**src/design/vel_pkg.sv**
```systemverilog
`timescale 1ns / 1ps
// Shared types and codes for the visual error to lean command block.
// Used by the register file, controller, datapath and top level.
package vel_pkg;

   // Register map, index of each configuration register
   localparam logic [2:0] REG_TILT_LIMIT    = 3'd0;
   localparam logic [2:0] REG_LEVEL_LIMIT   = 3'd1;
   localparam logic [2:0] REG_TIMEOUT_TICKS = 3'd2;
   localparam logic [2:0] REG_HEIGHT_SCALE  = 3'd3;
   localparam logic [2:0] REG_GAIN          = 3'd4;
   localparam logic [2:0] REG_MAX_ANGLE     = 3'd5;

   localparam int CSR_ADDR_WIDTH = 5;

   // Reset values of the registers
   localparam logic [14:0] RST_TILT_LIMIT    = 15'd6472;
   localparam logic [14:0] RST_LEVEL_LIMIT   = 15'd715;
   localparam logic [15:0] RST_TIMEOUT_TICKS = 16'd300;
   localparam logic [15:0] RST_HEIGHT_SCALE  = 16'd145;
   localparam logic [7:0]  RST_GAIN          = 8'd2;
   localparam logic [10:0] RST_MAX_ANGLE     = 11'd133;

   // Message characters
   localparam logic [7:0] CHAR_ZERO = 8'h30;
   localparam logic [7:0] CHAR_ONE  = 8'h31;

   // Operand selection codes of the shared multiplier
   typedef logic [1:0] mul_op_type;
   localparam mul_op_type MUL_OP_HS = 2'd0;  // height * scale
   localparam mul_op_type MUL_OP_KG = 2'd1;  // (height * scale) * gain
   localparam mul_op_type MUL_OP_X  = 2'd2;  // x error * k
   localparam mul_op_type MUL_OP_Y  = 2'd3;  // negated y error * k

   typedef struct packed {
      logic [7:0]         presence_char;
      logic [7:0]         x_sign_char;
      logic [23:0]        x_digit_chars;
      logic [7:0]         y_sign_char;
      logic [23:0]        y_digit_chars;
      logic [11:0]        height_cm;
      logic signed [15:0] roll_angle;
      logic signed [15:0] pitch_angle;
   } req_data_type;

   typedef struct packed {
      logic signed [15:0] target_roll_cmd;
      logic signed [15:0] target_pitch_cmd;
      logic               object_seen;
      logic               shutdown_request;
      logic signed [15:0] x_error_pixels;
      logic signed [15:0] y_error_pixels;
   } rsp_data_type;

   typedef struct packed {
      logic [14:0] tilt_limit;
      logic [14:0] level_limit;
      logic [15:0] timeout_ticks;
      logic [15:0] height_scale;
      logic [7:0]  gain;
      logic [10:0] max_angle;
   } cfg_type;

   // Controller to datapath commands
   typedef struct packed {
      logic       load_item;
      logic       mul_en;
      mul_op_type mul_op;
      logic       save_roll;
      logic       load_rsp;
   } cmd_type;

endpackage

```
**src/design/vel_csr.sv**
```systemverilog
`timescale 1ns / 1ps
// Configuration register file behind the APB-style port.
// Depends on vel_pkg for the register map, reset values and cfg_type.
module vel_csr
   import vel_pkg::*;
(
   input  logic                      clock,
   input  logic                      reset,
   input  logic                      csr_psel,
   input  logic                      csr_penable,
   input  logic                      csr_pwrite,
   input  logic [CSR_ADDR_WIDTH-1:0] csr_paddr,
   input  logic [31:0]               csr_pwdata,
   output logic [31:0]               csr_prdata,
   output logic                      csr_pready,
   output cfg_type                   cfg
);

   cfg_type    cfg_ff, cfg_in;
   logic [2:0] index;
   logic       wr_en;

   assign index      = csr_paddr[CSR_ADDR_WIDTH-1:2];
   assign csr_pready = 1'b1;
   assign wr_en      = csr_psel && csr_penable && csr_pwrite;

   always_comb begin
      cfg_in = cfg_ff;
      if (wr_en) begin
         case (index)
            REG_TILT_LIMIT:    cfg_in.tilt_limit    = csr_pwdata[14:0];
            REG_LEVEL_LIMIT:   cfg_in.level_limit   = csr_pwdata[14:0];
            REG_TIMEOUT_TICKS: cfg_in.timeout_ticks = csr_pwdata[15:0];
            REG_HEIGHT_SCALE:  cfg_in.height_scale  = csr_pwdata[15:0];
            REG_GAIN:          cfg_in.gain          = csr_pwdata[7:0];
            REG_MAX_ANGLE:     cfg_in.max_angle     = csr_pwdata[10:0];
            default:           cfg_in = cfg_ff;
         endcase
      end
   end

   always_comb begin
      case (index)
         REG_TILT_LIMIT:    csr_prdata = {17'd0, cfg_ff.tilt_limit};
         REG_LEVEL_LIMIT:   csr_prdata = {17'd0, cfg_ff.level_limit};
         REG_TIMEOUT_TICKS: csr_prdata = {16'd0, cfg_ff.timeout_ticks};
         REG_HEIGHT_SCALE:  csr_prdata = {16'd0, cfg_ff.height_scale};
         REG_GAIN:          csr_prdata = {24'd0, cfg_ff.gain};
         REG_MAX_ANGLE:     csr_prdata = {21'd0, cfg_ff.max_angle};
         default:           csr_prdata = 32'd0;
      endcase
   end

   always_ff @(posedge clock) begin
      if (reset) begin
         cfg_ff.tilt_limit    <= RST_TILT_LIMIT;
         cfg_ff.level_limit   <= RST_LEVEL_LIMIT;
         cfg_ff.timeout_ticks <= RST_TIMEOUT_TICKS;
         cfg_ff.height_scale  <= RST_HEIGHT_SCALE;
         cfg_ff.gain          <= RST_GAIN;
         cfg_ff.max_angle     <= RST_MAX_ANGLE;
      end else begin
         cfg_ff <= cfg_in;
      end
   end

   assign cfg = cfg_ff;

endmodule

```
**src/design/vel_ctrl.sv**
```systemverilog
`timescale 1ns / 1ps
// Sequencing controller: input handshake, multiplier schedule, result valid.
// Depends on vel_pkg for cmd_type and the multiplier codes.
module vel_ctrl
   import vel_pkg::*;
(
   input  logic    clock,
   input  logic    reset,
   input  logic    req_valid,
   output logic    req_stall,
   output logic    rsp_valid,
   input  logic    rsp_stall,
   output cmd_type cmd
);

   localparam logic [2:0] ST_IDLE = 3'd0;
   localparam logic [2:0] ST_HS   = 3'd1;
   localparam logic [2:0] ST_KG   = 3'd2;
   localparam logic [2:0] ST_MX   = 3'd3;
   localparam logic [2:0] ST_MY   = 3'd4;
   localparam logic [2:0] ST_DONE = 3'd5;

   logic [2:0] state_ff, state_in;
   logic       rsp_valid_ff, rsp_valid_in;
   logic       out_free;

   assign req_stall = (state_ff != ST_IDLE);
   assign out_free  = !rsp_valid_ff || !rsp_stall;

   always_comb begin
      state_in     = state_ff;
      rsp_valid_in = rsp_valid_ff && rsp_stall;
      cmd          = '0;
      cmd.mul_op   = MUL_OP_HS;
      case (state_ff)
         ST_IDLE: begin
            if (req_valid) begin
               cmd.load_item = 1'b1;
               state_in      = ST_HS;
            end
         end
         ST_HS: begin
            cmd.mul_en = 1'b1;
            cmd.mul_op = MUL_OP_HS;
            state_in   = ST_KG;
         end
         ST_KG: begin
            cmd.mul_en = 1'b1;
            cmd.mul_op = MUL_OP_KG;
            state_in   = ST_MX;
         end
         ST_MX: begin
            cmd.mul_en = 1'b1;
            cmd.mul_op = MUL_OP_X;
            state_in   = ST_MY;
         end
         ST_MY: begin
            cmd.mul_en    = 1'b1;
            cmd.mul_op    = MUL_OP_Y;
            cmd.save_roll = 1'b1;
            state_in      = ST_DONE;
         end
         ST_DONE: begin
            // hold until the result register is free
            if (out_free) begin
               cmd.load_rsp = 1'b1;
               rsp_valid_in = 1'b1;
               state_in     = ST_IDLE;
            end
         end
         default: state_in = ST_IDLE;
      endcase
   end

   always_ff @(posedge clock) begin
      if (reset) begin
         state_ff     <= ST_IDLE;
         rsp_valid_ff <= 1'b0;
      end else begin
         state_ff     <= state_in;
         rsp_valid_ff <= rsp_valid_in;
      end
   end

   assign rsp_valid = rsp_valid_ff;

endmodule

```
**src/design/vel_dp.sv**
```systemverilog
`timescale 1ns / 1ps
// Datapath: message decode, tilt counter, shared multiplier, clamp, result register.
// Depends on vel_pkg for payload, configuration and command types.
module vel_dp
   import vel_pkg::*;
(
   input  logic         clock,
   input  logic         reset,
   input  cfg_type      cfg,
   input  cmd_type      cmd,
   input  req_data_type req_data,
   output rsp_data_type rsp_data
);

   function automatic logic signed [15:0] decode_axis(input logic [7:0]  sgn,
                                                      input logic [23:0] dig);
      logic signed [15:0] h;
      logic signed [15:0] t;
      logic signed [15:0] o;
      logic signed [15:0] e;
      h = signed'({8'd0, dig[23:16]}) - 16'sd48;
      t = signed'({8'd0, dig[15:8]}) - 16'sd48;
      o = signed'({8'd0, dig[7:0]}) - 16'sd48;
      e = h * 16'sd100 + t * 16'sd10 + o;
      if (sgn == CHAR_ONE) begin
         e = -e;
      end
      return e;
   endfunction

   function automatic logic [16:0] abs_angle(input logic signed [15:0] v);
      logic [16:0] ext;
      ext = {v[15], v};
      return ext[16] ? (~ext + 17'd1) : ext;
   endfunction

   // shift right 12 (floor), then limit to +-max_angle*16
   function automatic logic signed [15:0] clamp_cmd(input logic signed [52:0] p,
                                                    input logic [10:0]        max_a);
      logic signed [40:0] q;
      logic signed [40:0] lim;
      logic signed [40:0] nlim;
      logic signed [15:0] r;
      q    = signed'(p[52:12]);
      lim  = signed'({26'd0, max_a, 4'd0});
      nlim = -lim;
      if (q > lim) begin
         r = signed'(lim[15:0]);
      end else if (q < nlim) begin
         r = signed'(nlim[15:0]);
      end else begin
         r = signed'(q[15:0]);
      end
      return r;
   endfunction

   logic [15:0]        tilt_count_ff, tilt_count_in;
   logic [11:0]        height_ff;
   logic signed [15:0] ex_ff, ey_ff;
   logic               seen_ff, cmd_en_ff, shut_ff;
   logic [35:0]        k_ff;
   logic signed [52:0] p_ff;
   logic signed [15:0] rc_ff;
   rsp_data_type       rsp_data_ff;

   logic               seen, tilted, level, shut;
   logic [16:0]        ar, ap;
   logic signed [16:0] mul_a;
   logic signed [36:0] mul_b;
   logic signed [53:0] prod;
   logic signed [15:0] pc;

   // decode and tilt tracking on the accepted item
   assign seen   = (req_data.presence_char != CHAR_ZERO);
   assign ar     = abs_angle(req_data.roll_angle);
   assign ap     = abs_angle(req_data.pitch_angle);
   assign tilted = (ar >= {2'b0, cfg.tilt_limit}) || (ap >= {2'b0, cfg.tilt_limit});
   assign level  = (ar < {2'b0, cfg.level_limit}) && (ap < {2'b0, cfg.level_limit});

   always_comb begin
      if (tilted) begin
         tilt_count_in = (tilt_count_ff == 16'hFFFF) ? tilt_count_ff : tilt_count_ff + 16'd1;
      end else begin
         tilt_count_in = 16'd0;
      end
      shut = tilted && (tilt_count_in >= cfg.timeout_ticks);
   end

   // shared multiplier operand selection
   always_comb begin
      case (cmd.mul_op)
         MUL_OP_HS: begin
            mul_a = signed'({5'd0, height_ff});
            mul_b = signed'({21'd0, cfg.height_scale});
         end
         MUL_OP_KG: begin
            mul_a = signed'({9'd0, cfg.gain});
            mul_b = signed'({1'b0, k_ff});
         end
         MUL_OP_X: begin
            mul_a = {ex_ff[15], ex_ff};
            mul_b = signed'({1'b0, k_ff});
         end
         MUL_OP_Y: begin
            mul_a = -{ey_ff[15], ey_ff};
            mul_b = signed'({1'b0, k_ff});
         end
         default: begin
            mul_a = '0;
            mul_b = '0;
         end
      endcase
   end

   assign prod = mul_a * mul_b;
   assign pc   = clamp_cmd(p_ff, cfg.max_angle);

   always_ff @(posedge clock) begin
      if (reset) begin
         tilt_count_ff <= 16'd0;
      end else if (cmd.load_item) begin
         tilt_count_ff <= tilt_count_in;
      end
   end

   always_ff @(posedge clock) begin
      if (cmd.load_item) begin
         height_ff <= req_data.height_cm;
         seen_ff   <= seen;
         cmd_en_ff <= seen && level;
         shut_ff   <= shut;
         ex_ff     <= seen ? decode_axis(req_data.x_sign_char, req_data.x_digit_chars)
                           : 16'sd0;
         ey_ff     <= seen ? decode_axis(req_data.y_sign_char, req_data.y_digit_chars)
                           : 16'sd0;
      end
      if (cmd.mul_en) begin
         if (cmd.mul_op inside {MUL_OP_HS, MUL_OP_KG}) begin
            k_ff <= prod[35:0];
         end else begin
            p_ff <= prod[52:0];
         end
      end
      if (cmd.save_roll) begin
         rc_ff <= pc;
      end
      if (cmd.load_rsp) begin
         rsp_data_ff.target_roll_cmd  <= cmd_en_ff ? rc_ff : 16'sd0;
         rsp_data_ff.target_pitch_cmd <= cmd_en_ff ? pc : 16'sd0;
         rsp_data_ff.object_seen      <= seen_ff;
         rsp_data_ff.shutdown_request <= shut_ff;
         rsp_data_ff.x_error_pixels   <= ex_ff;
         rsp_data_ff.y_error_pixels   <= ey_ff;
      end
   end

   assign rsp_data = rsp_data_ff;

endmodule

```
**src/design/visual_error_to_lean_command_unit.sv**
```systemverilog
`timescale 1ns / 1ps
// Top level of the visual error to lean command block.
// Instantiates vel_csr, vel_ctrl and vel_dp; types come from vel_pkg.
//
//   channel  ports                         direction  moves
//   req      req_valid/req_stall/req_data  in         one tracking message per transfer
//   rsp      rsp_valid/rsp_stall/rsp_data  out        one lean command result per transfer
//   csr      csr_p*                        in/out     APB-style register access
//
// Sequence: an item is taken in the idle state, then the one shared multiplier
// runs four passes (height*scale, *gain, *x error, *y error) and the clamp
// feeds the result register; no new item is taken until the block is idle again.
// Reset: synchronous, active high; clears the sequencer, result valid, the
// tilt counter and restores the register reset values.
// Stalls: the result register holds while rsp_stall is high; the next
// transfer on req is still taken and runs up to the result load.
module visual_error_to_lean_command_unit
   import vel_pkg::*;
(
   input  logic                      clock,
   input  logic                      reset,
   // input channel
   input  logic                      req_valid,
   output logic                      req_stall,
   input  req_data_type              req_data,
   // result channel
   output logic                      rsp_valid,
   input  logic                      rsp_stall,
   output rsp_data_type              rsp_data,
   // configuration port
   input  logic                      csr_psel,
   input  logic                      csr_penable,
   input  logic                      csr_pwrite,
   input  logic [CSR_ADDR_WIDTH-1:0] csr_paddr,
   input  logic [31:0]               csr_pwdata,
   output logic [31:0]               csr_prdata,
   output logic                      csr_pready
);

   cfg_type cfg;
   cmd_type cmd;

   // register file, to be written only while idle; the block does not enforce this
   vel_csr u_csr (
      .clock       (clock),
      .reset       (reset),
      .csr_psel    (csr_psel),
      .csr_penable (csr_penable),
      .csr_pwrite  (csr_pwrite),
      .csr_paddr   (csr_paddr),
      .csr_pwdata  (csr_pwdata),
      .csr_prdata  (csr_prdata),
      .csr_pready  (csr_pready),
      .cfg         (cfg)
   );

   // sequencer: steps the multiplier passes and owns both handshakes
   vel_ctrl u_ctrl (
      .clock     (clock),
      .reset     (reset),
      .req_valid (req_valid),
      .req_stall (req_stall),
      .rsp_valid (rsp_valid),
      .rsp_stall (rsp_stall),
      .cmd       (cmd)
   );

   // decode, tilt counter, multiply, clamp and result register
   vel_dp u_dp (
      .clock    (clock),
      .reset    (reset),
      .cfg      (cfg),
      .cmd      (cmd),
      .req_data (req_data),
      .rsp_data (rsp_data)
   );

endmodule

```
**config.mk**
```make
export PLATFORM = sky130hd
export DESIGN_NAME = visual_error_to_lean_command_unit
export DESIGN_NICKNAME = d
export VERILOG_FILES = /design/src/design/vel_pkg.sv /design/src/design/vel_csr.sv /design/src/design/vel_ctrl.sv /design/src/design/vel_dp.sv /design/src/design/visual_error_to_lean_command_unit.sv
export SDC_FILE = /design/constraint.sdc
export NUM_CORES = 2
export LEC_CHECK = 0
export ABC_CLOCK_PERIOD_IN_PS = 9200
export BUFFER_PORTS_ARGS = -buffer_cell sky130_fd_sc_hd__clkbuf_2
export CORE_MARGIN = 2
export CORE_UTILIZATION = 60
export DETAILED_ROUTE_END_ITERATION = 10
export GPL_TIMING_DRIVEN = 0
export PLACE_DENSITY_LB_ADDON = 0.1
export RECOVER_POWER = 50
export SLEW_MARGIN = 20
export SYNTH_ARGS = -nofsm -noshare
export SYNTH_HDL_FRONTEND = slang
export SYNTH_SLANG_ARGS = --single-unit
```
**constraint.sdc**
```tcl
create_clock -name clock -period 9.2 [get_ports clock]
set_clock_uncertainty 0.1 [all_clocks]
set_input_delay 0 -clock clock [delete_from_list [all_inputs] [get_ports clock]]
set_output_delay 0 -clock clock [all_outputs]
set_load 0.01 [all_outputs]
```
Word level (Yosys, flattened, before mapping)
Cells that the tools add are included.
Widths: inputs -> output; s select.
{ "totals": {"reg_bits": 319, "latch_bits": 0, "ram_bits": 0, "mem_bits_ro": 0, "in_bits": 160, "out_inout_bits": 101, "word_cells": 122, "memories": 0} }
{ "classes": {"add_sub_neg": 17, "n_mul": 5, "div": 0, "magnitude_cmp": 7, "eq_ne": 19, "shifts": 0, "muxes": 22, "bitwise_logic": 3, "reduce_logical": 25} }
{ "ops": {"columns": ["op", "n"], "rows": [
  ["$mux 16", 6],
  ["$pmux 16 s6", 1],
  ["$pmux 37 s2", 1],
  ["$pmux 17 s4", 1],
  ["$add 16x16->16", 4],
  ["$sub 8x6->9 const B", 6],
  ["$mul 17x37->53", 1],
  ["$gt 41x16->1", 1],
  ["$lt 41x41->1", 1],
  ["$neg 15->41", 1],
  ["$add 17x1->17 const B", 2],
  ["$ge 17x15->1", 2],
  ["$lt 17x15->1", 2],
  ["$mux 17", 2],
  ["$not 17->17", 2],
  ["$mul 16x4->15 const B", 2],
  ["$mul 16x6->14 const B", 2],
  ["$neg 16->16", 2],
  ["$pmux 3 s6", 1],
  ["$reduce_and 2->1", 9],
  ["$neg 17->17", 1],
  ["$add 16x1->16 const B", 1],
  ["$eq 16x16->1 const B", 1],
  ["$eq 8x6->1 const B", 2],
  ["21 further kinds", 44]
]} }

Logic depth before layout (Yosys ltp)
{ "logic_depth": {"depth_word": 8, "ltp_mapped": 32, "depth_no_buf": 32} }

Modules after synthesis
A second synthesis with hierarchy kept.
{ "unflattened": {"cells_unflattened": 4527, "hier_area_um2": 41761.3} }
{ "by_module_without_submodules": {"columns": ["module", "instances", "cells_each", "area_per_inst_um2", "seq_area_each_um2"], "rows": [
  ["vel_dp", 1, 4079, 37419.6, 6506.2],
  ["vel_csr", 1, 417, 4090.2, 1621.6],
  ["vel_ctrl", 1, 31, 251.5, 80.1]
]} }

Worst setup path after synthesis
OpenSTA, ideal clock, no wires.
{ "synth_path": {"path_type": "flip-flop to flip-flop", "from": "reg u_dp.ey_ff[4]", "to": "reg u_dp.p_ff[51] (data pin)", "setup_time_ns": 0.266, "arrival_ns": 7.869, "t_required_ns": 8.834, "slack_ns": 0.965, "path_stages_with_launch": 28, "path_buffers": 2, "synth_period_minus_slack_ns": 8.235, "path_cell_list": "edfxtp_1 or4_1 nor4_1 nand2b_1 nor4_1 xnor2_1 a22o_1 clkbuf_1 nand3_1 fa_1 fa_1 inv_1 fa_1 fa_1 fa_1 inv_1 fa_1 inv_1 ha_1 buf_4 nand4_1 or4_1 o21ai_2 nor3b_1 o41a_1 a31o_2 o31ai_2 xor2_1"} }
{ "synth_between": {"elab_chain_len": 3} }
{ "synth_lines": {"columns": ["element", "line_no", "rtl"], "rows": [
  ["from (decl)", "vel_dp.sv:59", "logic signed [15:0] ex_ff, ey_ff;"],
  ["from (signal assigned)", "vel_dp.sv:134", "ey_ff <= seen ? decode_axis(req_data.y_sign_char, req_data.y_digit_chars)"],
  ["$neg 17->17", "vel_dp.sv:105", "mul_a = -{ey_ff[15], ey_ff};"],
  ["$pmux 17 s4", "vel_dp.sv:91", "case (cmd.mul_op)"],
  ["$mul 17x37->53", "vel_dp.sv:115", "assign prod = mul_a * mul_b;"],
  ["named net u_dp.prod[51]", "vel_dp.sv:70", "logic signed [53:0] prod;"],
  ["to (signal assigned)", "vel_dp.sv:141", "p_ff <= prod[52:0];"],
  ["to (decl)", "vel_dp.sv:62", "logic signed [52:0] p_ff;"]
]} }
The timed path passes the listed nets, and every way through them passes these cells.
A chain may end at the register's enable or synchronous reset.

Worst setup path after layout
Same ends and word-level chain as after synthesis.

==> qor.csv <==
stage;metric;value;unit
status;status;finished, violations left;
status;failing checks;hold timing;
place;PortBufs;223;
pwr;Combinational Power Share;67.1;%
setup_path;crit path launch type;flop;
setup_path;critical path fanouts, max;7;
detailed_routing;Starting DRT DRC Count;3010;
place;Setup WS pre-CTS;-1.18;ns
detailed_routing;Routed Wire Length;124;mm
clock_tree;clk slew on worst S/H paths;0.06;ns
setup_path;R2R depth;28;
global_routing;vias in the first global route;33500;
finish;most frequent cells in the layout;inv_1, nand2_1, fa_1, nor2_1, ha_1;
min_path;WHS Endpoint;u_dp.ey_ff[14];
floorplanning;Core ar.;67400;um^2
place;Routability Congestion;0.998;
finish;Fill cells;5502;
setup_path;CP arrival;9.35;ns
setup_path;Crit path largest cell delay;0.63;ns
timing;Setup Viol. Count Final;0;
detailed_routing;vias per inst;5.84;
global_routing;initial antenna violation count;2;
clock_tree;clk_lat worst skew;0.58;ns
pwr;register share of total power;20.5;%
clock_tree;CTS Buf Count;36;
yosys;top_reg_cell synth;edfxtp_1;
flow_run;MaxCap Viol Count;0;
finish;synth-to-layout area growth;11.8;%
floorplanning;die width;265;um
detailed_routing;Routed Antenna Nets;0;
detailed_routing;Initial DRT Pass Iterations;8;
setup_path;most numerous cell on the critical path;fa_1;
pwr;switch share;50.1;%
floorplanning;Initial Util;60.8;%
floorplanning;Die Area;70300;um^2
clock_tree;clock buffer depth;3;
timing;Slew @ Worst Pin;1.10;ns
timing;max-slew violation count;0;
global_routing;gr usage total;35.5;%
yosys;register area share after synthesis;20.0;%
finish;multi-input logic area;29600;um^2
yosys;cells after synthesis;4557;
pwr;PD cells;254;nW/um^2
floorplanning;# IOs;261;
yosys;Synth area leader;fa_1;
yosys;Synth cell types;83;
finish;Finished Layout Cells;5807;
yosys;Synth Cell Area;40900;um^2
detailed_routing;WL per Instance;21.3;um
floorplanning;Die Y;265;um
yosys;FF+latch count, synth;307;
finish;most common cell after layout, fill and taps aside;inv_1;
floorplanning;FP Rows;95;
yosys;Post-synth EDFFs;206;
min_path;Hold Crit Start;req_data[75];
detailed_routing;number of remaining DRC errors;0;
pwr;internal power;5.80;mW
min_path;hold path cells;5;
place;Placed Instances;5680;
timing;share of the clock period used by the worst path;98.7;%
timing;WHS;-0.00246;ns
yosys;top cell type's share of synthesized area;27.0;%
timing;Hold Fails Final Rpt;1;
setup_path;CP max-delay cell;or4_4;
detailed_routing;routed vias;33900;
timing;Max-Slew Margin vs Limit;25.1;%
pwr;maximum vdd drop;0.562;mV
setup_path;Critical R2R Launch;u_dp.ey_ff[4];
clock_tree;CTS tree;done;
finish;register area;8210;um^2
finish;nets@finish;6030;
clock_tree;root buffer cell;clkbuf_16;
yosys;Syn. warnings;0;
setup_path;Crit. End Element;flop;
setup_path;RR Endpoint;u_dp.p_ff[51];
setup_path;Worst Path Required;9.46;ns
setup_path;critical path class;reg -> reg;
global_routing;total grt overflow;0;
setup_path;R2R setup slack;0.12;ns
pwr;clock power share;12.4;%
place;hpwl dp;100;mm
timing;min cycle time layout;9.08;ns
finish;share of post-route cells with drive strength above 1;10.0;%
yosys;largest cells by area after synthesis;fa_1, edfxtp_1, ha_1;
timing;setup tns final;0;ns
pwr;total power;11.6;mW
timing;final worst slack;0.116;ns
pwr;NetSw;5.83;mW
yosys;Synth Area per Inst;8.99;um^2
global_routing;first-pass GRT wire length;190;mm
clock_tree;Sink Count;307;
pwr;Leakage;21.7;nW
clock_tree;H-tree depth;2;
yosys;ys async rst share;0;%
min_path;Hold Path Class;in -> reg;
timing;fmax;110;MHz
global_routing;pin count of the biggest net entering global routing;34;
-- metrics by stage --
stage	util, %	area [um^2]
floorplan	-	41000
global placement	64.1	43200
detailed placement	64.5	43500
CTS	67.2	45300
global route	67.9	45800
finish	68.0	45800
-- power by group through the flow --
stage	clock network (mW)	registers, mW	logic [mW]
6_report	1.44	2.38	7.81
5_1_grt	1.50	2.39	8.62
4_1_cts	1.45	2.36	7.49
3_5_place_dp	0	2.37	7.33
3_3_place_gp	0	2.38	7.22
2_1_floorplan	0	2.21	5.37
-- critical path, delay by kind of cell, from the launching register on --
| kind | cells | cell delay (ns) |
|---|---|---|
| simple gates | 9 | 2.60 |
| fa+ha+maj | 7 | 3.45 |
| xor+xnor | 2 | 0.45 |
| compound gates | 5 | 1.24 |
| flops | 1 | 0.45 |
| buf+inv | 5 | 0.61 |
-- Yosys cell counts, drive strengths merged, types with 4 or more instances --
cell,number
a2111oi,9
xnor2,151
a211oi,15
o221ai,4
and4,9
o21ai,94
o31ai,22
a22oi,15
o22ai,8
ha,409
mux4,7
dfxtp,101
a21boi,4
a22o,7
a31oi,12
and2,75
nor4,31
nand3,76
and3,37
or4,10
a21o,86
o21a,19
a31o,4
or3,22
o21bai,17
nand4,32
nor3,62
buf,48
o211ai,27
clkbuf,140
nor2,440
inv,743
or2,16
fa,553
nand3b,5
nor2b,53
o41ai,13
mux2i,44
xor2,55
edfxtp,206
a21oi,206
nand2,594
nand2b,38
a221oi,4
-- cell type report --
type,count,share of cell area (%)
Multi-Input combinational cell,3333,64.6
Timing Repair Buffer,311,4.48
Clock inverter,19,0.396
Inverter,744,6.10
Tap cell,873,2.39
Antenna cell,1,0.00546
Sequential cell,307,17.9
Clock buffer,44,2.12
Buffer,175,1.96
-- logic make-up (layout without fill, tap and decap cells) --
group,Yosys count,after routing,synth area share [%]
AOI/OAI and AO/OA,585,585,9.16
adders and majority gates,962,962,39.5
muxes,51,51,1.47
other,2,18,0.0183
xor gates and xnor gates,206,206,4.41
buffers and inverters,932,1293,8.80
DFF,307,307,20.0
and+or+nand+nor,1512,1512,16.6
-- state kept, by name, indices dropped and copies added, names as in the netlist --
| signal | flops |
|---|---|
| u_dp.rsp_data | 66 |
| u_ctrl.state_ff | 3 |
| u_dp.shut_ff | 1 |
| u_dp.p_ff | 41 |
| u_csr.cfg | 81 |
| u_dp.cmd_en_ff | 1 |
| u_dp.seen_ff | 1 |
| u_dp.ex_ff | 16 |
| u_dp.k_ff | 36 |
| u_dp.ey_ff | 16 |
| u_dp.tilt_count_ff | 16 |
| u_ctrl.rsp_valid | 1 |
| u_dp.rc_ff | 16 |
| u_dp.height_ff | 12 |
-- how the worst max path moves through the flow --
stage	startpoint	endpoint	slack, ns
global placement	u_dp.ey_ff[4]	u_dp.p_ff[52]	-1.37
floorplan	u_dp.ey_ff[4]	u_dp.p_ff[51]	0.97
global route	u_dp.ey_ff[4]	u_dp.p_ff[42]	-0.06
detailed placement	u_ctrl.state_ff[2]	u_dp.p_ff[52]	-1.18
finish	u_dp.ey_ff[4]	u_dp.p_ff[51]	0.12
CTS	u_dp.ey_ff[0]	u_dp.p_ff[51]	0.03
-- timing repair --
item                                    in CTS  in global routing
hold endpoints to repair                   152                  0
endpoints found under the setup margin      51                 32
setup buffers                               11                 20
hold buffers                                45                  0
pin swaps                                    5                 35
gates resized for setup                     56                110
-- per-layer routing --
| metal | track usage, % | part of all wire [%] | vias up |
|---|---|---|---|
| li1 | - | - | 15400 |
| met1 | 46.4 | 39 | 16400 |
| met2 | 54.7 | 45 | 1674 |
| met3 | 6.57 | 9.1 | 429 |
| met4 | 22.6 | 7.3 | 2 |
| met5 | 0 | 0.0081 | - |
No activity file was read; power rests on OpenSTA's default activity.
